File: config.mk
export PLATFORM = sky130hd
export DESIGN_NAME = sensor_diff_over_sum_steering_flat
export DESIGN_NICKNAME = d
export VERILOG_FILES = /design/src/design/sdos_pkg.sv /design/src/design/sdos_if.sv /design/src/design/sdos_cal.sv /design/src/design/sdos_div.sv /design/src/design/sensor_diff_over_sum_steering.sv /design/src/flat_wrapper.sv
export SDC_FILE = /design/constraint.sdc
export NUM_CORES = 1
export LEC_CHECK = 0
export BUFFER_PORTS_ARGS = -buffer_cell sky130_fd_sc_hd__buf_2
export CAP_MARGIN = 20
export CELL_PAD_IN_SITES_DETAIL_PLACEMENT = 1
export CELL_PAD_IN_SITES_GLOBAL_PLACEMENT = 1
export CORE_MARGIN = 2
export CORE_UTILIZATION = 46
export CTS_BUF_LIST = sky130_fd_sc_hd__clkbuf_16
export DETAILED_ROUTE_END_ITERATION = 8
export PLACE_DENSITY_LB_ADDON = 0.1
export SETUP_SLACK_MARGIN = 0.2
export SYNTH_ARGS = -nofsm -noshare
export SYNTH_HDL_FRONTEND = slang
export SYNTH_SLANG_ARGS = --single-unit
File: constraint.sdc
create_clock -name clk -period 7.39 [get_ports clk]
set_input_delay 0 -clock clk [delete_from_list [all_inputs] [get_ports clk]]
set_output_delay 0 -clock clk [all_outputs]
set_load 0.01 [all_outputs]
File: src/design/sdos_pkg.sv
// sdos_pkg: shared constants and types of the four-sensor steering block
// used by every file under design; depends on nothing
`default_nettype none

package sdos_pkg;

	localparam int NUM_CH      = 4;
	localparam int CH_W        = 2;
	localparam int SAMPLE_W    = 12;
	localparam int SUM_W       = 15;
	localparam int COUNT_W     = 3;
	localparam int LEVEL_W     = 7;
	localparam int ERR_W       = 7;
	localparam int CFG_IDX_W   = 3;
	localparam int SAMPLES     = 5;
	localparam int GAIN        = 50;
	localparam int LEVEL_SCALE = 100;
	localparam int STEER_SCALE = LEVEL_SCALE * GAIN;
	localparam int CAL_MAX_RST = 4000;

	// mean by reciprocal multiply, exact for any sum of SUM_W bits
	localparam int MEAN_SHIFT  = 18;
	localparam int MEAN_RECIP  = ((1 << MEAN_SHIFT) + SAMPLES - 1) / SAMPLES;
	localparam int MEAN_PROD_W = SUM_W + MEAN_SHIFT + 1;

	// shared divider operand widths
	localparam int DIVIDEND_W  = 22;
	localparam int DIVISOR_W   = 16;
	localparam int DIV_CNT_W   = 5;

	localparam int ERR_POS_LIM = 63;
	localparam int ERR_NEG_LIM = 64;

	typedef struct packed {
		logic [NUM_CH-1:0][SAMPLE_W-1:0] lo;
		logic [NUM_CH-1:0][SAMPLE_W-1:0] hi;
	} sdos_cal_t;

	typedef struct packed {
		logic                  start;
		logic [DIVIDEND_W-1:0] dividend;
		logic [DIVISOR_W-1:0]  divisor;
	} sdos_div_req_t;

	typedef struct packed {
		logic                  done;
		logic [DIVIDEND_W-1:0] quotient;
	} sdos_div_rsp_t;

endpackage

`default_nettype wire

File: src/design/sdos_if.sv
// sdos_in_if and sdos_out_if: valid/ready channels of the steering block
// depends on sdos_pkg for field widths
`default_nettype none

interface sdos_in_if;
	logic                          valid;
	logic                          ready;
	logic [sdos_pkg::CH_W-1:0]     channel;
	logic [sdos_pkg::SAMPLE_W-1:0] sample;

	modport source(output valid, channel, sample, input ready);
	modport sink(input valid, channel, sample, output ready);
endinterface

interface sdos_out_if;
	logic                                valid;
	logic                                ready;
	logic signed [sdos_pkg::ERR_W-1:0]   steer_error;
	logic        [sdos_pkg::LEVEL_W-1:0] left_x_level;
	logic        [sdos_pkg::LEVEL_W-1:0] left_y_level;
	logic        [sdos_pkg::LEVEL_W-1:0] right_x_level;
	logic        [sdos_pkg::LEVEL_W-1:0] right_y_level;

	modport source(output valid, steer_error, left_x_level, left_y_level,
		right_x_level, right_y_level, input ready);
	modport sink(input valid, steer_error, left_x_level, left_y_level,
		right_x_level, right_y_level, output ready);
endinterface

`default_nettype wire

File: src/design/sdos_cal.sv
// sdos_cal: calibration register file, min and max reading per channel
// depends on sdos_pkg
`default_nettype none

module sdos_cal (
	input  wire logic                           clk,
	input  wire logic                           arst_n,
	input  wire logic                           cfg_we,
	input  wire logic [sdos_pkg::CFG_IDX_W-1:0] cfg_index,
	input  wire logic [sdos_pkg::SAMPLE_W-1:0]  cfg_wdata,
	output sdos_pkg::sdos_cal_t                 cal
);

	sdos_pkg::sdos_cal_t cal_q;

	// index bit 0 picks max over min, upper bits pick the channel
	always_ff @(posedge clk or negedge arst_n) begin
		if (!arst_n) begin
			for (int i = 0; i < sdos_pkg::NUM_CH; i++) begin
				cal_q.lo[i] <= '0;
				cal_q.hi[i] <= sdos_pkg::SAMPLE_W'(sdos_pkg::CAL_MAX_RST);
			end
		end else if (cfg_we) begin
			if (cfg_index[0])
				cal_q.hi[cfg_index[sdos_pkg::CFG_IDX_W-1:1]] <= cfg_wdata;
			else
				cal_q.lo[cfg_index[sdos_pkg::CFG_IDX_W-1:1]] <= cfg_wdata;
		end
	end

	assign cal = cal_q;

endmodule

`default_nettype wire

File: src/design/sdos_div.sv
// sdos_div: shared restoring divider, one quotient bit per cycle
// depends on sdos_pkg for operand widths and request/response structs
`default_nettype none

module sdos_div (
	input  wire logic                   clk,
	input  wire logic                   arst_n,
	input  wire sdos_pkg::sdos_div_req_t req,
	output sdos_pkg::sdos_div_rsp_t      rsp
);

	localparam int DW = sdos_pkg::DIVIDEND_W;
	localparam int VW = sdos_pkg::DIVISOR_W;

	logic                              busy_q;
	logic                              done_q;
	logic [sdos_pkg::DIV_CNT_W-1:0]    cnt_q;
	logic [DW-1:0]                     quo_q;
	logic [VW-1:0]                     rem_q;
	logic [VW-1:0]                     divisor_q;
	logic [VW:0]                       trial;
	logic                              fits;

	assign trial = {rem_q, quo_q[DW-1]};
	assign fits  = trial >= {1'b0, divisor_q};

	always_ff @(posedge clk or negedge arst_n) begin
		if (!arst_n) begin
			busy_q <= 1'b0;
			done_q <= 1'b0;
			cnt_q  <= '0;
		end else begin
			done_q <= 1'b0;
			if (req.start) begin
				busy_q <= 1'b1;
				cnt_q  <= '0;
			end else if (busy_q) begin
				cnt_q <= cnt_q + 1'b1;
				if (cnt_q == sdos_pkg::DIV_CNT_W'(DW - 1)) begin
					busy_q <= 1'b0;
					done_q <= 1'b1;
				end
			end
		end
	end

	always_ff @(posedge clk) begin
		if (req.start) begin
			quo_q     <= req.dividend;
			rem_q     <= '0;
			divisor_q <= req.divisor;
		end else if (busy_q) begin
			quo_q <= {quo_q[DW-2:0], fits};
			rem_q <= fits ? VW'(trial - {1'b0, divisor_q}) : trial[VW-1:0];
		end
	end

	assign rsp.done     = done_q;
	assign rsp.quotient = quo_q;

endmodule

`default_nettype wire

File: src/design/sensor_diff_over_sum_steering.sv
// sensor_diff_over_sum_steering: four-sensor difference-over-sum steering block
// depends on sdos_pkg, sdos_if, sdos_cal and sdos_div
//
// smp carries requests of one 12-bit sample tagged with a channel 0..3. Each
// channel averages five samples; once all four channels hold a fresh mean the
// block normalises them to levels 0..100 against the calibration registers and
// sends one request on res: the signed steering error and the four levels.
// Calibration is written through cfg_we / cfg_index / cfg_wdata, index 2c for
// the minimum and 2c+1 for the maximum of channel c; the user must write it
// only while the block is idle, which the block itself does not enforce. When
// idle the block can take a new sample right after the last, even one that
// completes a mean. A sample that makes all four means fresh starts four level
// divisions and one error division on the shared divider; res is valid after
// them, once the output register is free. A channel with an empty calibration
// range skips its division. smp.ready is low during that work. The result sits
// in an output register: a stalled receiver holds the block only when a second
// result is finished before the first is taken. Reset clears sums, counts, means
// and fresh marks, sets calibration to 0..4000 and empties the output register.
`default_nettype none

module sensor_diff_over_sum_steering (
	input  wire logic                           clk,
	input  wire logic                           arst_n,
	sdos_in_if.sink                             smp,
	sdos_out_if.source                          res,
	input  wire logic                           cfg_we,
	input  wire logic [sdos_pkg::CFG_IDX_W-1:0] cfg_index,
	input  wire logic [sdos_pkg::SAMPLE_W-1:0]  cfg_wdata
);

	localparam int NC = sdos_pkg::NUM_CH;
	localparam int SW = sdos_pkg::SAMPLE_W;
	localparam int LW = sdos_pkg::LEVEL_W;
	localparam int DW = sdos_pkg::DIVIDEND_W;
	localparam int VW = sdos_pkg::DIVISOR_W;
	localparam int PW = sdos_pkg::MEAN_PROD_W;

	typedef enum logic [5:0] {
		ST_IDLE     = 6'b000001,
		ST_LVL_GO   = 6'b000010,
		ST_LVL_WAIT = 6'b000100,
		ST_ERR_GO   = 6'b001000,
		ST_ERR_WAIT = 6'b010000,
		ST_EMIT     = 6'b100000
	} sdos_state_t;

	sdos_state_t                           state_q;
	logic [NC-1:0][sdos_pkg::SUM_W-1:0]    sum_q;
	logic [NC-1:0][sdos_pkg::COUNT_W-1:0]  cnt_q;
	logic [NC-1:0][SW-1:0]                 mean_q;
	logic [NC-1:0]                         fresh_q;
	logic [NC-1:0][LW-1:0]                 level_q;
	logic [sdos_pkg::CH_W-1:0]             idx_q;
	logic signed [sdos_pkg::ERR_W-1:0]     err_q;

	logic                                  res_valid_q;
	logic signed [sdos_pkg::ERR_W-1:0]     res_err_q;
	logic [NC-1:0][LW-1:0]                 res_level_q;

	sdos_pkg::sdos_cal_t                   cal;
	sdos_pkg::sdos_div_req_t               div_req;
	sdos_pkg::sdos_div_rsp_t               div_rsp;

	logic                                  accept;
	logic [sdos_pkg::SUM_W-1:0]            sum_nx;
	logic [sdos_pkg::COUNT_W-1:0]          cnt_nx;
	logic                                  mean_done;
	logic [PW-1:0]                         mean_prod;
	logic [SW-1:0]                         mean_nx;
	logic [NC-1:0]                         fresh_set;
	logic [SW-1:0]                         lo;
	logic [SW-1:0]                         hi;
	logic [SW-1:0]                         m_clamp;
	logic                                  cal_ok;
	logic [LW:0]                           left;
	logic [LW:0]                           right;
	logic [LW:0]                           mag;
	logic [LW-1:0]                         q_sat;
	logic                                  out_free;

	sdos_cal u_cal (
		.clk       (clk),
		.arst_n    (arst_n),
		.cfg_we    (cfg_we),
		.cfg_index (cfg_index),
		.cfg_wdata (cfg_wdata),
		.cal       (cal)
	);

	sdos_div u_div (
		.clk    (clk),
		.arst_n (arst_n),
		.req    (div_req),
		.rsp    (div_rsp)
	);

	assign smp.ready = (state_q == ST_IDLE);
	assign accept    = smp.valid && smp.ready;
	assign sum_nx    = sum_q[smp.channel] + sdos_pkg::SUM_W'(smp.sample);
	assign cnt_nx    = cnt_q[smp.channel] + 1'b1;
	assign mean_done = cnt_nx >= sdos_pkg::COUNT_W'(sdos_pkg::SAMPLES);
	assign out_free  = !res_valid_q || res.ready;

	// mean of the completed sum by reciprocal multiply
	assign mean_prod = PW'(sum_nx) * PW'(sdos_pkg::MEAN_RECIP);
	assign mean_nx   = mean_prod[sdos_pkg::MEAN_SHIFT +: SW];

	always_comb begin
		fresh_set               = fresh_q;
		fresh_set[smp.channel]  = 1'b1;
	end

	// clamp of the current channel's mean into its calibration window
	assign lo     = cal.lo[idx_q];
	assign hi     = cal.hi[idx_q];
	assign cal_ok = hi > lo;
	always_comb begin
		if (mean_q[idx_q] < lo)
			m_clamp = lo;
		else if (mean_q[idx_q] > hi)
			m_clamp = hi;
		else
			m_clamp = mean_q[idx_q];
	end

	assign left  = {1'b0, level_q[0]} + {1'b0, level_q[1]};
	assign right = {1'b0, level_q[3]} + {1'b0, level_q[2]};
	assign mag   = (left >= right) ? (left - right) : (right - left);

	always_comb begin
		div_req.start    = 1'b0;
		div_req.dividend = '0;
		div_req.divisor  = '0;
		if (state_q == ST_LVL_GO) begin
			div_req.start    = cal_ok;
			div_req.dividend = DW'(m_clamp - lo) * DW'(sdos_pkg::LEVEL_SCALE);
			div_req.divisor  = VW'(hi - lo);
		end else if (state_q == ST_ERR_GO) begin
			div_req.start    = 1'b1;
			div_req.dividend = DW'(mag) * DW'(sdos_pkg::STEER_SCALE);
			div_req.divisor  = VW'(VW'(left + right) * VW'(sdos_pkg::LEVEL_SCALE) + 1'b1);
		end
	end

	assign q_sat = (div_rsp.quotient > DW'(sdos_pkg::ERR_NEG_LIM)) ?
		LW'(sdos_pkg::ERR_NEG_LIM) : div_rsp.quotient[LW-1:0];

	always_ff @(posedge clk or negedge arst_n) begin
		if (!arst_n) begin
			state_q <= ST_IDLE;
			sum_q   <= '0;
			cnt_q   <= '0;
			mean_q  <= '0;
			fresh_q <= '0;
			idx_q   <= '0;
		end else begin
			unique case (state_q)
				ST_IDLE: begin
					if (accept) begin
						if (mean_done) begin
							sum_q[smp.channel]  <= '0;
							cnt_q[smp.channel]  <= '0;
							mean_q[smp.channel] <= mean_nx;
							if (&fresh_set) begin
								fresh_q <= '0;
								idx_q   <= '0;
								state_q <= ST_LVL_GO;
							end else begin
								fresh_q <= fresh_set;
							end
						end else begin
							sum_q[smp.channel] <= sum_nx;
							cnt_q[smp.channel] <= cnt_nx;
						end
					end
				end
				ST_LVL_GO: begin
					if (cal_ok) begin
						state_q <= ST_LVL_WAIT;
					end else begin
						idx_q   <= idx_q + 1'b1;
						state_q <= (idx_q == sdos_pkg::CH_W'(NC - 1)) ? ST_ERR_GO : ST_LVL_GO;
					end
				end
				ST_LVL_WAIT: begin
					if (div_rsp.done) begin
						idx_q   <= idx_q + 1'b1;
						state_q <= (idx_q == sdos_pkg::CH_W'(NC - 1)) ? ST_ERR_GO : ST_LVL_GO;
					end
				end
				ST_ERR_GO: begin
					state_q <= ST_ERR_WAIT;
				end
				ST_ERR_WAIT: begin
					if (div_rsp.done)
						state_q <= ST_EMIT;
				end
				ST_EMIT: begin
					if (out_free)
						state_q <= ST_IDLE;
				end
				default: begin
					state_q <= ST_IDLE;
				end
			endcase
		end
	end

	// level and error payload
	always_ff @(posedge clk) begin
		if (state_q == ST_LVL_GO && !cal_ok)
			level_q[idx_q] <= '0;
		else if (state_q == ST_LVL_WAIT && div_rsp.done)
			level_q[idx_q] <= div_rsp.quotient[LW-1:0];
		if (state_q == ST_ERR_WAIT && div_rsp.done) begin
			if (left >= right)
				err_q <= (q_sat > LW'(sdos_pkg::ERR_POS_LIM)) ?
					sdos_pkg::ERR_W'(sdos_pkg::ERR_POS_LIM) : q_sat;
			else
				err_q <= -$signed(q_sat);
		end
	end

	// output register
	always_ff @(posedge clk or negedge arst_n) begin
		if (!arst_n)
			res_valid_q <= 1'b0;
		else if (state_q == ST_EMIT && out_free)
			res_valid_q <= 1'b1;
		else if (res.ready)
			res_valid_q <= 1'b0;
	end

	always_ff @(posedge clk) begin
		if (state_q == ST_EMIT && out_free) begin
			res_err_q   <= err_q;
			res_level_q <= level_q;
		end
	end

	assign res.valid         = res_valid_q;
	assign res.steer_error   = res_err_q;
	assign res.left_x_level  = res_level_q[0];
	assign res.left_y_level  = res_level_q[1];
	assign res.right_x_level = res_level_q[3];
	assign res.right_y_level = res_level_q[2];

endmodule

`default_nettype wire

File: src/flat_wrapper.sv
// flat-port wrapper written by rule: the top's interface ports become plain ports
module sensor_diff_over_sum_steering_flat 
  (clk, arst_n, cfg_we, cfg_index, cfg_wdata, smp_valid, smp_channel, smp_sample, smp_ready, res_valid, res_steer_error, res_left_x_level, res_left_y_level, res_right_x_level, res_right_y_level, res_ready);
  sdos_in_if smp_i ();
  sdos_out_if res_i ();
  input  wire logic clk;
  input  wire logic arst_n;
  input  wire logic cfg_we;
  input  wire logic [sdos_pkg::CFG_IDX_W-1:0] cfg_index;
  input  wire logic [sdos_pkg::SAMPLE_W-1:0] cfg_wdata;
  input wire logic [$bits(smp_i.valid)-1:0] smp_valid;
  input wire logic [$bits(smp_i.channel)-1:0] smp_channel;
  input wire logic [$bits(smp_i.sample)-1:0] smp_sample;
  output wire logic [$bits(smp_i.ready)-1:0] smp_ready;
  output wire logic [$bits(res_i.valid)-1:0] res_valid;
  output wire logic [$bits(res_i.steer_error)-1:0] res_steer_error;
  output wire logic [$bits(res_i.left_x_level)-1:0] res_left_x_level;
  output wire logic [$bits(res_i.left_y_level)-1:0] res_left_y_level;
  output wire logic [$bits(res_i.right_x_level)-1:0] res_right_x_level;
  output wire logic [$bits(res_i.right_y_level)-1:0] res_right_y_level;
  input wire logic [$bits(res_i.ready)-1:0] res_ready;
  assign smp_i.valid = smp_valid;
  assign smp_i.channel = smp_channel;
  assign smp_i.sample = smp_sample;
  assign smp_ready = smp_i.ready;
  assign res_valid = res_i.valid;
  assign res_steer_error = res_i.steer_error;
  assign res_left_x_level = res_i.left_x_level;
  assign res_left_y_level = res_i.left_y_level;
  assign res_right_x_level = res_i.right_x_level;
  assign res_right_y_level = res_i.right_y_level;
  assign res_i.ready = res_ready;
  sensor_diff_over_sum_steering u_core (.clk(clk), .arst_n(arst_n), .smp(smp_i), .res(res_i), .cfg_we(cfg_we), .cfg_index(cfg_index), .cfg_wdata(cfg_wdata));
endmodule
==> results.md <==
* Status: finished with violations
* Failing checks: negative setup slack
* Vias in the first global route at between 20,000 and 25,000
* Worst skew pair latency at approximately 0.60 ns
* Crit path kind: flip-flop to flip-flop
* Most used cell, CP: fa_1
* CTS Root Cell: clkbuf_16
* Post-place setup slack at -0.537 ns
* CP startpoint kind: flip-flop
* Syn Area/Cell at about 10 sq um
* DRT Pass-1 Iters at 5
* Post-route ant nets at 0
* Worst-path fanout max at 4
* Non-Filler Instances at 3,822
* Multi-input logic area at roughly 0.017 sq mm
* Layout fillers at ~6,100
* Fmax at around 130 MHz
* Most frequent cells in the layout: buf_4, ha_1, inv_1, nand2_1, dfrtp_1
* Std-Cell Rows at about 90
* Post-synthesis sequential area ratio at ~36%
* CP required at 7.86 ns
* Delay of the slowest critical-path stage at ~0.57 ns
* Clock-pin slew on the worst setup and hold paths at 0.06 ns
* CP arrival at 8.29 ns
* Cells after DPL at 3,637
* Die Wd at between 200 and 250 microns
* DR WL/cell at between 20 and 25 microns
* Dominant synthesized flop cell: dfrtp_1
* Max-cap viol count at 0
* EDFF count, synth at 108
* Netlist cell types at around 90
* GRT Overall Usage at ~26%
* Clock Sinks at 360
* Initial Utilization at a little under half
* Die H at around 240 microns
* Final hold violation count at 0
* # IOs at 71
* Final min period at 7.81 ns
* Synthesized area at ~0.027 sq mm
* Post-detail-place hpwl at between 50 and 60 mm
* Commonest non-fill, non-tap cell in the layout: buf_4
* Least-Margin Pin Slew at 1.09 ns
* Diodes inserted at 0
* Final worst path period share at 106%
* Cell area after layout at between 0.03 and 0.04 sq mm
* Rel. slew slack at ~28%
* Syn-to-layout area delta at 28.6%
* Worst path slowest cell: fa_1
* #FFs+latches synth at 360
* Port Buffers at 70
* Post-synthesis async set-or-reset flop share at approximately two thirds
* RSZ-0062 raised after global routing: yes
* Register area at 0.00950 sq mm
* Vias/cell at approximately 5.5
* Die area at approximately 0.060 sq mm
* H-tree depth at 2
* CTS Buffer Depth at 3
* Core footprint at ~0.057 sq mm
* First-pass GRT wire length at ~120 mm
* GP Congestion at just under 0.9
* Total CTS buffers at 43
* CP Buf/Inv Count at 5
* Setup TNS at -13.25 ns
* Final worst slack at -0.425 ns
* CTS tree: done
* Clock skew at between 0.04 and 0.05 ns
* Drt first-iter violations at approximately 1,000
* Final setup viols at 53
* Layout cells sized above 1 at approximately 34%
* DRC violations left at 0
* Post-Route WL at 80.7 mm
* GRT overflow at 0
* Mapped Nets at 3,050
* Gate Count Post-Synth at approximately 2,600
* CP endpoint kind: flip-flop
* CP top delay family: adder cells
* Pin count of the biggest net entering global routing at ~120
* Hold WC Path Type: primary input to async pin
* Placed cell areas at slightly above 0.03 sq mm
* Initial antenna violation count at 0
* Nets@finish at 3,490
* Synth warnings at 0
* Via Count at around 21,000
* Slew Viols, Final at 0
path summary, 6_finish.rpt:
check                                  start              endpoint  slack [ns]  depth (start not counted)
setup / recovery            u_core.sum_q[45]     u_core.mean_q[20]       -0.42                         31
hold / removal                        arst_n  u_core.u_cal.cal[71]        0.04                          2
setup reg to reg            u_core.sum_q[45]     u_core.mean_q[20]       -0.42                         31
hold reg to reg            u_core.mean_q[47]     u_core.mean_q[47]        0.47                          2
max in group asynchronous             arst_n      u_core.sum_q[37]        5.70                          3
min in group clk                      cfg_we  u_core.u_cal.cal[48]        0.06                          4
flip-flops by register name, summed over array words and instances (netlist names), 6 cells and up:
| register | cells |
|---|---|
| u_core.res.left_y_level | 7 |
| u_core.level_q | 28 |
| u_core.res.left_x_level | 7 |
| u_core.res.right_y_level | 7 |
| u_core.cnt_q | 12 |
| u_core.res.right_x_level | 7 |
| u_core.sum_q | 60 |
| u_core.mean_q | 48 |
| u_core.u_div.quo_q | 22 |
| u_core.u_cal.cal | 96 |
| u_core.u_div.divisor_q | 16 |
| u_core.err_q | 7 |
| u_core.res.steer_error | 7 |
| u_core.state_q | 6 |
| u_core.u_div.rem_q | 16 |
logic make-up (layout without fill, tap and decap cells):
| family | after synthesis | after routing | synth area share (%) |
|---|---|---|---|
| and+or+nand+nor | 583 | 583 | 10.1 |
| AOI/OAI and AO/OA | 519 | 519 | 12.0 |
| adders and majority gates | 434 | 434 | 23.1 |
| buffers and inverters | 380 | 855 | 5.50 |
| DFF | 360 | 360 | 35.7 |
| muxes | 190 | 190 | 9.78 |
| xor gates and xnor gates | 116 | 116 | 3.84 |
cell type report:
type / count / share of cell area, %
sequential: 360 / 27.7
multi-input combinational: 1842 / 50.9
timing repair buffer: 480 / 11.1
tap: 765 / 2.79
inverter: 295 / 3.26
clock buffer: 45 / 3.29
clock inverter: 35 / 0.935
synth_stat cells, types with 16 or more instances:
cell | n | area share, %
ha_1 | 339 | 16
inv_1 | 289 | 4.1
nand2_1 | 261 | 3.7
dfrtp_1 | 211 | 20
o21ai_0 | 169 | 3.2
a21oi_1 | 126 | 2.4
mux2_2 | 113 | 4.8
edfxtp_1 | 108 | 12
nor2_1 | 108 | 1.5
fa_1 | 95 | 7.1
xnor2_1 | 71 | 2.3
clkbuf_1 | 54 | 0.76
xor2_1 | 44 | 1.4
mux4_2 | 43 | 3.6
nand3_1 | 43 | 0.81
a21o_1 | 41 | 1.2
o21ai_1 | 40 | 0.75
nor3_1 | 31 | 0.58
nand2b_1 | 29 | 0.68
mux2i_1 | 27 | 1.0
nor2b_1 | 27 | 0.63
dfstp_2 | 25 | 2.5
a211oi_1 | 23 | 0.65
o21bai_1 | 18 | 0.51
dfxtp_1 | 16 | 1.2
routing by layer:
layer	global-route usage, %	vias to the layer above	wire, microns
met3	2.84	154	2010
met4	6.49	0	2440
met5	0	-	0
met2	46.7	327	42600
met1	32.0	10736	33700
li1	-	9872	-
metrics by stage:
stage	util, %	hold WS, ns
2_1_floorplan	-	-0.296
3_3_place_gp	52.7	0.128
3_5_place_dp	52.7	0.155
4_1_cts	57.2	0.0303
5_1_grt	59.6	0.0693
6_report	59.6	0.0376
what timing repair did:
item / 4_1_cts / 5_1_grt
setup buffers: 35 / 47
setup endpoints to repair: 57 / 58
pin swaps: 134 / 129
hold buffers: 16 / 2
resized for setup: 153 / 188
endpoints found under the hold margin: 226 / 4
cloned: 0 / 3
Power is not shown: default switching activity piles up to over one toggle a cycle in this logic, so the estimate is an artifact.
